==> src/rtl/htfd_pkg.sv <==
// Shared types, constants and the CRC-8 step function for the frame decoder.
package htfd_pkg;

	// Frame kinds. Any kind with bit 1 set is decoded as a register read.
	typedef enum logic [1:0] {
		CMD_HUMID = 2'd0,
		CMD_TEMP  = 2'd1,
		CMD_REG   = 2'd2,
		CMD_SPARE = 2'd3
	} cmd_t;

	localparam int unsigned CmdRegBit = 1;

	// Polynomial x^8+x^5+x^4+1 with the x^8 term implied.
	localparam logic [7:0] CrcPoly = 8'h31;
	localparam logic [1:0] StatusMask = 2'b11;
	localparam int unsigned HeaterBit = 2;
	localparam int unsigned EobBit = 6;

	localparam logic [14:0] RhScale = 15'd12500;
	localparam logic [14:0] TempScale = 15'd17572;
	localparam logic signed [15:0] RhOffset = 16'sd600;
	localparam logic signed [15:0] TempOffset = 16'sd4685;

	typedef struct packed {
		logic       is_reg;
		logic       is_temp;
		logic [7:0] byte_high;
		logic [7:0] byte_low;
		logic [7:0] check_byte;
		logic [7:0] crc;
	} s1_t;

	typedef struct packed {
		logic        is_reg;
		logic        is_temp;
		logic [7:0]  byte_high;
		logic [1:0]  status;
		logic [7:0]  check_byte;
		logic [7:0]  crc;
		logic [30:0] product;
	} s2_t;

	typedef struct packed {
		logic signed [14:0] value;
		logic               crc_ok;
		logic [1:0]         status_bits;
		logic               heater_on;
		logic               battery_low;
	} result_t;

	function automatic logic [7:0] crc8_byte(input logic [7:0] crc, input logic [7:0] data);
		logic [7:0] c;
		c = crc ^ data;
		for (int b = 0; b < 8; b++) begin
			if (c[7]) begin
				c = {c[6:0], 1'b0} ^ CrcPoly;
			end else begin
				c = {c[6:0], 1'b0};
			end
		end
		return c;
	endfunction

endpackage

==> src/rtl/htfd_in_if.sv <==
// Input channel carrying one received sensor frame per item.
interface htfd_in_if
	import htfd_pkg::*;
	();
	logic       valid;
	logic       ready;
	logic [1:0] cmd;
	logic [7:0] byte_high;
	logic [7:0] byte_low;
	logic [7:0] check_byte;

	modport source(output valid, output cmd, output byte_high, output byte_low,
		output check_byte, input ready);
	modport sink(input valid, input cmd, input byte_high, input byte_low,
		input check_byte, output ready);
endinterface

==> src/rtl/htfd_out_if.sv <==
// Output channel carrying one decoded result per item.
interface htfd_out_if
	import htfd_pkg::*;
	();
	logic               valid;
	logic               ready;
	logic signed [14:0] value;
	logic               crc_ok;
	logic [1:0]         status_bits;
	logic               heater_on;
	logic               battery_low;

	modport source(output valid, output value, output crc_ok, output status_bits,
		output heater_on, output battery_low, input ready);
	modport sink(input valid, input value, input crc_ok, input status_bits,
		input heater_on, input battery_low, output ready);
endinterface

==> src/rtl/humidity_temp_frame_decoder_top.sv <==
// Top level of the humidity and temperature frame decoder.
//
//   port     direction  content
//   frame    in         cmd, byte_high, byte_low, check_byte
//   result   out        value, crc_ok, status_bits, heater_on, battery_low
//
// Each item passes three register stages: first-byte CRC, second-byte CRC with
// the 15x16 scaling multiply, then offset, compare and the output register.
// One item can be accepted in every cycle while the result port does not stall.
// Reset clears only the stage valid bits; there is no other state.
// A stall at the result port holds each stage in place; a stage refills as soon
// as the stage after it moves on.
module humidity_temp_frame_decoder_top
	import htfd_pkg::*;
	(
	input  logic       clk,
	input  logic       arst_n,
	htfd_in_if.sink    frame,
	htfd_out_if.source result
);

	logic valid_s1;
	s1_t  data_s1;
	logic ready_s1;
	logic valid_s2;
	s2_t  data_s2;
	logic ready_s2;

	htfd_crc_stage u_crc (
		.clk        (clk),
		.arst_n     (arst_n),
		.frame      (frame),
		.ready_next (ready_s1),
		.valid_s1   (valid_s1),
		.data_s1    (data_s1)
	);

	htfd_scale_stage u_scale (
		.clk        (clk),
		.arst_n     (arst_n),
		.valid_s1   (valid_s1),
		.data_s1    (data_s1),
		.ready_in   (ready_s1),
		.ready_next (ready_s2),
		.valid_s2   (valid_s2),
		.data_s2    (data_s2)
	);

	htfd_finish_stage u_finish (
		.clk      (clk),
		.arst_n   (arst_n),
		.valid_s2 (valid_s2),
		.data_s2  (data_s2),
		.ready_in (ready_s2),
		.result   (result)
	);

`ifndef SYNTHESIS
	a_accept_lands: assert property (@(posedge clk) disable iff (!arst_n)
		frame.valid && frame.ready |=> valid_s1)
		else $error("Accepted item did not reach the first stage.");

	a_s2_holds: assert property (@(posedge clk) disable iff (!arst_n)
		valid_s2 && !ready_s2 |=> valid_s2 && $stable(data_s2))
		else $error("Stalled second stage lost or changed its item.");

	a_flags_only_reg: assert property (@(posedge clk) disable iff (!arst_n)
		result.valid && (result.heater_on || result.battery_low)
			|-> result.status_bits == 2'b00 && result.value[14:8] == 7'd0)
		else $error("Register flags set on a measurement result.");

	a_reg_path: assert property (@(posedge clk) disable iff (!arst_n)
		valid_s2 && data_s2.is_reg |-> data_s2.status == 2'b00)
		else $error("Register read carries status bits.");
`endif

endmodule

==> src/rtl/htfd_crc_stage.sv <==
// First stage: captures the frame and runs the CRC over the first data byte.
module htfd_crc_stage
	import htfd_pkg::*;
	(
	input  logic     clk,
	input  logic     arst_n,
	htfd_in_if.sink  frame,
	input  logic     ready_next,
	output logic     valid_s1,
	output s1_t      data_s1
);

	logic load;

	assign frame.ready = !valid_s1 || ready_next;
	assign load = frame.valid && frame.ready;

	always_ff @(posedge clk or negedge arst_n) begin
		if (!arst_n) begin
			valid_s1 <= 1'b0;
		end else if (frame.ready) begin
			valid_s1 <= frame.valid;
		end
	end

	always_ff @(posedge clk) begin
		if (load) begin
			data_s1.is_reg     <= frame.cmd[CmdRegBit];
			data_s1.is_temp    <= (frame.cmd == CMD_TEMP);
			data_s1.byte_high  <= frame.byte_high;
			data_s1.byte_low   <= frame.byte_low;
			data_s1.check_byte <= frame.check_byte;
			data_s1.crc        <= crc8_byte(8'h00, frame.byte_high);
		end
	end

endmodule

==> src/rtl/htfd_scale_stage.sv <==
// Second stage: CRC over the second data byte (measurements only) and the scaling multiply.
module htfd_scale_stage
	import htfd_pkg::*;
	(
	input  logic clk,
	input  logic arst_n,
	input  logic valid_s1,
	input  s1_t  data_s1,
	output logic ready_in,
	input  logic ready_next,
	output logic valid_s2,
	output s2_t  data_s2
);

	logic        load;
	logic [15:0] raw;
	logic [15:0] masked;
	logic [14:0] scale;

	assign ready_in = !valid_s2 || ready_next;
	assign load = valid_s1 && ready_in;
	assign raw = {data_s1.byte_high, data_s1.byte_low};
	assign masked = {raw[15:2], 2'b00};
	assign scale = data_s1.is_temp ? TempScale : RhScale;

	always_ff @(posedge clk or negedge arst_n) begin
		if (!arst_n) begin
			valid_s2 <= 1'b0;
		end else if (ready_in) begin
			valid_s2 <= valid_s1;
		end
	end

	always_ff @(posedge clk) begin
		if (load) begin
			data_s2.is_reg     <= data_s1.is_reg;
			data_s2.is_temp    <= data_s1.is_temp;
			data_s2.byte_high  <= data_s1.byte_high;
			data_s2.status     <= data_s1.is_reg ? 2'b00 : (raw[1:0] & StatusMask);
			data_s2.check_byte <= data_s1.check_byte;
			data_s2.crc        <= data_s1.is_reg ? data_s1.crc
				: crc8_byte(data_s1.crc, data_s1.byte_low);
			data_s2.product    <= {16'b0, scale} * {15'b0, masked};
		end
	end

endmodule

==> src/rtl/htfd_finish_stage.sv <==
// Third stage: offset, CRC compare and the output register of the result channel.
module htfd_finish_stage
	import htfd_pkg::*;
	(
	input  logic      clk,
	input  logic      arst_n,
	input  logic      valid_s2,
	input  s2_t       data_s2,
	output logic      ready_in,
	htfd_out_if.source result
);

	logic               valid_s3;
	result_t            data_s3;
	logic               load;
	logic signed [15:0] scaled;
	logic signed [15:0] offset;
	logic signed [15:0] measured;

	assign ready_in = !valid_s3 || result.ready;
	assign load = valid_s2 && ready_in;
	assign scaled = {1'b0, data_s2.product[30:16]};
	assign offset = data_s2.is_temp ? TempOffset : RhOffset;
	assign measured = scaled - offset;

	always_ff @(posedge clk or negedge arst_n) begin
		if (!arst_n) begin
			valid_s3 <= 1'b0;
		end else if (ready_in) begin
			valid_s3 <= valid_s2;
		end
	end

	always_ff @(posedge clk) begin
		if (load) begin
			data_s3.value       <= data_s2.is_reg ? $signed({7'b0, data_s2.byte_high})
				: measured[14:0];
			data_s3.crc_ok      <= (data_s2.crc == data_s2.check_byte);
			data_s3.status_bits <= data_s2.status;
			data_s3.heater_on   <= data_s2.is_reg && data_s2.byte_high[HeaterBit];
			data_s3.battery_low <= data_s2.is_reg && data_s2.byte_high[EobBit];
		end
	end

	assign result.valid       = valid_s3;
	assign result.value       = data_s3.value;
	assign result.crc_ok      = data_s3.crc_ok;
	assign result.status_bits = data_s3.status_bits;
	assign result.heater_on   = data_s3.heater_on;
	assign result.battery_low = data_s3.battery_low;

endmodule

==> src/flat_wrapper.sv <==
// flat-port wrapper written by rule: the top's interface ports become plain ports
module humidity_temp_frame_decoder_top_flat import htfd_pkg::*;
  (clk, arst_n, frame_valid, frame_cmd, frame_byte_high, frame_byte_low, frame_check_byte, frame_ready, result_valid, result_value, result_crc_ok, result_status_bits, result_heater_on, result_battery_low, result_ready);
  htfd_in_if frame_i ();
  htfd_out_if result_i ();
  input  logic clk;
  input  logic arst_n;
  input wire logic [$bits(frame_i.valid)-1:0] frame_valid;
  input wire logic [$bits(frame_i.cmd)-1:0] frame_cmd;
  input wire logic [$bits(frame_i.byte_high)-1:0] frame_byte_high;
  input wire logic [$bits(frame_i.byte_low)-1:0] frame_byte_low;
  input wire logic [$bits(frame_i.check_byte)-1:0] frame_check_byte;
  output wire logic [$bits(frame_i.ready)-1:0] frame_ready;
  output wire logic [$bits(result_i.valid)-1:0] result_valid;
  output wire logic [$bits(result_i.value)-1:0] result_value;
  output wire logic [$bits(result_i.crc_ok)-1:0] result_crc_ok;
  output wire logic [$bits(result_i.status_bits)-1:0] result_status_bits;
  output wire logic [$bits(result_i.heater_on)-1:0] result_heater_on;
  output wire logic [$bits(result_i.battery_low)-1:0] result_battery_low;
  input wire logic [$bits(result_i.ready)-1:0] result_ready;
  assign frame_i.valid = frame_valid;
  assign frame_i.cmd = frame_cmd;
  assign frame_i.byte_high = frame_byte_high;
  assign frame_i.byte_low = frame_byte_low;
  assign frame_i.check_byte = frame_check_byte;
  assign frame_ready = frame_i.ready;
  assign result_valid = result_i.valid;
  assign result_value = result_i.value;
  assign result_crc_ok = result_i.crc_ok;
  assign result_status_bits = result_i.status_bits;
  assign result_heater_on = result_i.heater_on;
  assign result_battery_low = result_i.battery_low;
  assign result_i.ready = result_ready;
  humidity_temp_frame_decoder_top u_core (.clk(clk), .arst_n(arst_n), .frame(frame_i), .result(result_i));
endmodule
==> config.mk <==
export PLATFORM = sky130hd
export DESIGN_NAME = humidity_temp_frame_decoder_top_flat
export DESIGN_NICKNAME = d
export VERILOG_FILES = /design/src/rtl/htfd_pkg.sv /design/src/rtl/htfd_in_if.sv /design/src/rtl/htfd_out_if.sv /design/src/rtl/humidity_temp_frame_decoder_top.sv /design/src/rtl/htfd_crc_stage.sv /design/src/rtl/htfd_scale_stage.sv /design/src/rtl/htfd_finish_stage.sv /design/src/flat_wrapper.sv
export SDC_FILE = /design/constraint.sdc
export NUM_CORES = 1
export LEC_CHECK = 0
export BUFFER_PORTS_ARGS = -buffer_cell sky130_fd_sc_hd__buf_4
export CORE_MARGIN = 2
export CORE_UTILIZATION = 41
export DETAILED_ROUTE_END_ITERATION = 12
export PLACE_DENSITY = 0.64
export SLEW_MARGIN = 20
export SYNTH_ARGS = -nofsm -noshare
export SYNTH_HDL_FRONTEND = slang
export SYNTH_HIERARCHICAL = 1
export SYNTH_SLANG_ARGS = --single-unit
==> constraint.sdc <==
create_clock -name clk -period 7.1 [get_ports clk]
set_clock_uncertainty 0.2 [all_clocks]
set_input_delay 1.065 -clock clk [delete_from_list [all_inputs] [get_ports clk]]
set_output_delay 1.065 -clock clk [all_outputs]
set_load 0.005 [all_outputs]
==> flow_summary_export.csv, run 1 <==
group,metric,value,unit
clock_tree,cts_resized,0,
timing,max_slew_margin,0.352,
timing,whs,0.218,ns
logic_synthesis,syn_area_per_cell,11.6,µm²
critical_path,crit_type,"flip-flop to flip-flop",
floorplanning,rows,52,
pwr,peakVddDrop,356,µV
routing,wl_per_cell,14.8,µm
timing,drv_slew,0,
timing,setup_tns,0,ns
clock_tree,cts_setup_buffers,0,
clock_tree,htree_levels,3,
critical_path,max_stage_delay,0.90,ns
floorplanning,io_pins,52,
timing,finalSetupViolCount,0,
layout,drive_gt1_frac,0.116,
logic_synthesis,synth_warnings,6,
layout,fin_nets,1000,
layout,multi_input_area,0.00495,mm²
logic_synthesis,syn_inst,721,
routing,routed_via_density,4.91,
pwr,p_leak,4.31,nW
critical_path,crit_path_end_kind,"flip-flop",
critical_path,rrSetupSlack,0.83,ns
critical_path,worstPathRequired,6.98,ns
min_path,holdPathEnd,"u_core/u_finish/result.status_bits[0]",
critical_path,cp_slowest_cell,"edfxtp_1",
routing,drc_errors,0,
clock_tree,insertion_delay,0.34,ns
floorplanning,dieArea,0.0216,mm²
clock_tree,cts.sinks,100,
clock_tree,cts_max_path_buffers,2,
logic_synthesis,syn_area,0.00838,mm²
floorplanning,core_region_area,0.0202,mm²
timing,timing.fmax,160,MHz
min_path,worstHoldPathType,"flip-flop to flip-flop",
placed_design,gp_congestion,0.861,
clock_tree,path_clk_slew,0.07,ns
floorplanning,die_height,147,µm
layout,design_area,0.00940,mm²
timing,period_needed,6.27,ns
global_routing,gr-usage-all-layers,0.152,
layout,regArea,0.00299,mm²
layout,num_antenna_cells,0,
global_routing,grt_pass1_vias,5098,
critical_path,reg2reg_depth,19,
critical_path,r2r_start,"u_core/u_crc/data_s1[32]",
layout,fillers,1870,
timing,worst_slew_pin_slew,0.971,ns
global_routing,grt-ovfl-total,0,
layout,syn2layout_area_growth,12.1,%
routing,postRouteAntennaNets,0,
timing,period_share,0.883,
routing,drtIter0Drc,239,
floorplanning,initial_core_util,0.416,
global_routing,grt_max_degree,44,
flow_run,drv_cap,0,
global_routing,grt_pass1_wl,25500,µm
min_path,min-delay-start,"u_core/u_scale/data_s2[47]",
clock_tree,cts_buffers,9,
critical_path,path_cells,"nor2b_1, or2_2, ha_1, inv_1, fa_1, inv_1, ha_1, fa_1, fa_1, inv_1, fa_1, inv_1, ha_1, a21oi_1, nand3_1, o21ai_1, o21ai_1, a311oi_1, xnor2_1",
run_status,outcome,"finished, final reports clean",
placed_design,io_buffer_count,51,
critical_path,crit_fanout,27,
clock_tree,ctsHoldBuffers,0,
layout,fin_util,0.466,
critical_path,r2r_end,"u_core/u_scale/data_s2[23]",
critical_path,crit_arrival,6.14,ns
routing,wl,15600,µm
timing,rsz0062_at_grt,"false",
floorplanning,die_w,147,µm
placed_design,hpwlAfterDp,13000,µm
routing,routed-via-count,5182,
global_routing,antenna_found_initial,0,
layout,final_cell_mix,"ha_1 (125), inv_1 (112), edfxtp_1 (97), fa_1 (64), buf_4 (54)",
layout,layout_commonest_cell,"ha_1",
placed_design,place_area,0.00911,mm²
clock_tree,clock-root-buffer,"clkbuf_16",
timing,hold_viol,0,
routing,dr.pass1.iters,5,
critical_path,startpoint_type,"flip-flop",
min_path,hold_depth,0,
clock_tree,tritoncts,"built",
pwr,power.density,431,mW/mm²
worst max-delay path: cells and delay by family (launching register included):
| kind | cells | cell delay (ns) |
|---|---|---|
| AO/OA/AOI/OAI | 4 | 1.16 |
| AND/OR/NAND/NOR | 3 | 0.68 |
| adder cells (fa/ha/maj) | 7 | 2.71 |
| flip-flops | 1 | 0.90 |
| buffers and inverters | 4 | 0.22 |
| XOR/XNOR | 1 | 0.12 |
cell type report:
| class | count | share of cell area |
|---|---|---|
| inverters | 112 | 0.0447 |
| clock inverters | 6 | 0.00679 |
| flip-flops and latches | 100 | 0.318 |
| well taps | 270 | 0.0360 |
| repair buffers | 54 | 0.0431 |
| clock buffers | 9 | 0.0240 |
| multi-input cells | 504 | 0.527 |
sequential cells by signal (all words and copies together) (netlist names):
signal / count
u_core/u_scale/data_s2: 43
u_core/u_crc/data_s1: 34
u_core/u_finish/result.value: 15
u_core/u_finish/result.status_bits: 2
u_core/u_crc/valid_s1: 1
u_core/u_finish/result.battery_low: 1
u_core/u_finish/result.crc_ok: 1
u_core/u_finish/result.heater_on: 1
u_core/u_finish/result.valid: 1
u_core/u_scale/valid_s2: 1
worst max path at each step:
stage,start,slack [ns],end
after floorplan,u_core/u_crc/data_s1[32],1.50,u_core/u_scale/data_s2[27]
after global placement,u_core/u_crc/data_s1[32],0.91,u_core/u_scale/data_s2[23]
after detailed placement,u_core/u_crc/data_s1[32],0.85,u_core/u_scale/data_s2[23]
after CTS,u_core/u_crc/data_s1[32],0.83,u_core/u_scale/data_s2[23]
after global routing,u_core/u_crc/data_s1[32],0.37,u_core/u_scale/data_s2[23]
final,u_core/u_crc/data_s1[32],0.83,u_core/u_scale/data_s2[23]
through the flow:
stage | power, mW | setup WS (ns) | std cells
2_1_floorplan | 2.95 | 1.50 | 731
3_3_place_gp | 3.57 | 0.912 | 1040
3_5_place_dp | 3.59 | 0.854 | 1040
4_1_cts | 4.09 | 0.828 | 1055
5_1_grt | 4.49 | 0.375 | 1055
6_report | 4.05 | 0.831 | 1055
layer usage:
metal,global-route usage,part of all wire,vias to the layer above
met2,0.253,0.48,107
met4,0.0433,0.013,0
li1,-,-,2564
met3,0.0155,0.035,14
met5,0,0,-
met1,0.212,0.47,2497
power by group:
group | leakage (nW) | total, mW | internal (mW) | switching (mW)
logic | 3.20 | 2.59 | 1.10 | 1.49
clock network | 0.138 | 0.473 | 0.271 | 0.203
registers | 0.975 | 0.982 | 0.889 | 0.0930
(Power assumes the default switching activity.)
==> run 2: changes to the inputs <==
--- a/config.mk
+++ b/config.mk
@@ -5,7 +5,7 @@
 export SDC_FILE = /design/constraint.sdc
 export NUM_CORES = 1
 export LEC_CHECK = 0
-export BUFFER_PORTS_ARGS = -buffer_cell sky130_fd_sc_hd__buf_4
+export BUFFER_PORTS_ARGS = -buffer_cell sky130_fd_sc_hd__buf_2
 export CORE_MARGIN = 2
 export CORE_UTILIZATION = 41
 export DETAILED_ROUTE_END_ITERATION = 12
==> flow_summary_export.csv, run 2 (synthesized netlist as in run 1, its figures left out) <==
group,metric,value,unit
timing,period_share,0.900,
pwr,peakVddDrop,258,µV
timing,max_slew_margin,0.346,
routing,wl,15700,µm
clock_tree,htree_levels,3,
layout,layout_commonest_cell,"ha_1",
clock_tree,cts_buffers,9,
layout,fillers,1881,
placed_design,io_buffer_count,51,
floorplanning,die_w,147,µm
floorplanning,dieArea,0.0216,mm²
clock_tree,cts_setup_buffers,0,
pwr,power.density,437,mW/mm²
layout,num_antenna_cells,0,
timing,layout_setup_ws,0.713,ns
timing,worst_slew_pin_slew,0.981,ns
critical_path,crit_path_end_kind,"flip-flop",
layout,fin_util,0.460,
placed_design,place_ws,0.703,ns
floorplanning,core_region_area,0.0202,mm²
global_routing,antenna_found_initial,0,
min_path,worstHoldPathType,"flip-flop to flip-flop",
global_routing,gr-usage-all-layers,0.150,
routing,postRouteAntennaNets,0,
global_routing,grt_pass1_vias,4997,
floorplanning,rows,52,
layout,regMostFlops,"u_core/u_scale/data_s2",
routing,routed_via_density,4.91,
clock_tree,cts.sinks,100,
timing,whs,0.221,ns
layout,syn2layout_area_growth,10.6,%
placed_design,hpwlAfterDp,13000,µm
critical_path,worstPathRequired,7.00,ns
critical_path,startpoint_type,"flip-flop",
critical_path,crit_type,"flip-flop to flip-flop",
placed_design,dp.cells,1038,
layout,largest_reg_flops,43,
floorplanning,initial_core_util,0.416,
pwr,p_leak,4.27,nW
clock_tree,tritoncts,"built",
routing,drtIter0Drc,242,
clock_tree,clock-root-buffer,"clkbuf_16",
layout,design_area,0.00927,mm²
timing,rsz0062_at_grt,"false",
layout,drive_gt1_frac,0.115,
clock_tree,cts_resized,0,
global_routing,grt_max_degree,44,
routing,dr.pass1.iters,5,
clock_tree,cts_max_path_buffers,2,
layout,final_cell_mix,"ha_1 (125), inv_1 (112), edfxtp_1 (97), fa_1 (64), buf_2 (51)",
critical_path,crit_arrival,6.28,ns
clock_tree,path_clk_slew,0.07,ns
flow_run,drv_cap,0,
global_routing,grt_pass1_wl,25400,µm
timing,period_needed,6.39,ns
placed_design,place_area,0.00896,mm²
floorplanning,die_height,147,µm
routing,drc_errors,0,
run_status,outcome,"finished, final reports clean",
timing,hold_viol,0,
placed_design,gp_congestion,0.870,
pwr,power.total,4.05,mW
layout,finalNonFillerCells,1054,
critical_path,crit_fanout,32,
timing,drv_slew,0,
timing,finalSetupViolCount,0,
timing,setup_tns,0,ns
timing,timing.fmax,157,MHz
layout,reg_top3,"u_core/u_scale/data_s2: 43 flops, u_core/u_crc/data_s1: 34 flops, u_core/u_finish/result.value: 15 flops",
global_routing,grt-ovfl-total,0,
clock_tree,ctsHoldBuffers,0,
layout,fin_nets,998,
routing,routed-via-count,5176,
routing,wl_per_cell,14.9,µm
floorplanning,io_pins,52,
clock_tree,insertion_delay,0.34,ns
run 2: cell types whose count changed in the layout (fill, tap and decap cells not counted):
cell,change
clkinvlp_4,-1
clkinv_2,-1
inv_8,+2
clkinv_4,+1
buf_2,+51
buf_4,-53
run 2: area by class of cell:
cell class              instances  area (µm²)  share of cell area
clock buffers                   9         225              0.0243
flip-flops and latches        100        2990               0.322
well taps                     270         338              0.0364
repair buffers                 52         263              0.0283
inverters                     112         420              0.0453
multi-input cells             504        4950               0.534
clock inverters                 7        82.6             0.00891
run 2: path summary, 6_finish.rpt:
| path | start | end | slack (ns) | cells after the start |
|---|---|---|---|---|
| setup / recovery | u_core/u_crc/data_s1[32] | u_core/u_scale/data_s2[23] | 0.71 | 19 |
| max in group asynchronous | arst_n | u_core/u_finish/result.valid | 6.29 | 1 |
| hold / removal | u_core/u_scale/data_s2[47] | u_core/u_finish/result.status_bits[0] | 0.22 | 0 |
| setup reg to reg | u_core/u_crc/data_s1[32] | u_core/u_scale/data_s2[23] | 0.71 | 19 |
| hold reg to reg | u_core/u_scale/data_s2[47] | u_core/u_finish/result.status_bits[0] | 0.22 | 0 |
| min in group asynchronous | arst_n | u_core/u_crc/valid_s1 | 0.30 | 1 |
run 2: power breakdown:
| group | total, mW | leakage (nW) | internal, mW | switching [mW] |
|---|---|---|---|---|
| clock | 0.495 | 0.150 | 0.279 | 0.216 |
| sequential | 0.981 | 0.975 | 0.888 | 0.0925 |
| combinational | 2.57 | 3.14 | 1.08 | 1.49 |
run 2: worst max-delay path, stage by stage (launching register included):
cell	delay [ns]
edfxtp_1	0.99
nor2b_1	0.23
or2_2	0.34
ha_1	0.17
inv_1	0.07
fa_1	0.38
inv_1	0.07
ha_1	0.24
fa_1	0.52
fa_1	0.54
inv_1	0.05
fa_1	0.52
inv_1	0.04
ha_1	0.34
a21oi_1	0.34
nand3_1	0.12
o21ai_1	0.29
o21ai_1	0.20
a311oi_1	0.36
xnor2_1	0.10
run 2: metal layers:
metal	wire length, µm	track usage	vias up
met2	7500	0.245	117
met1	7330	0.210	2490
li1	-	-	2554
met4	238	0.0394	0
met5	0	0	-
met3	601	0.0224	15
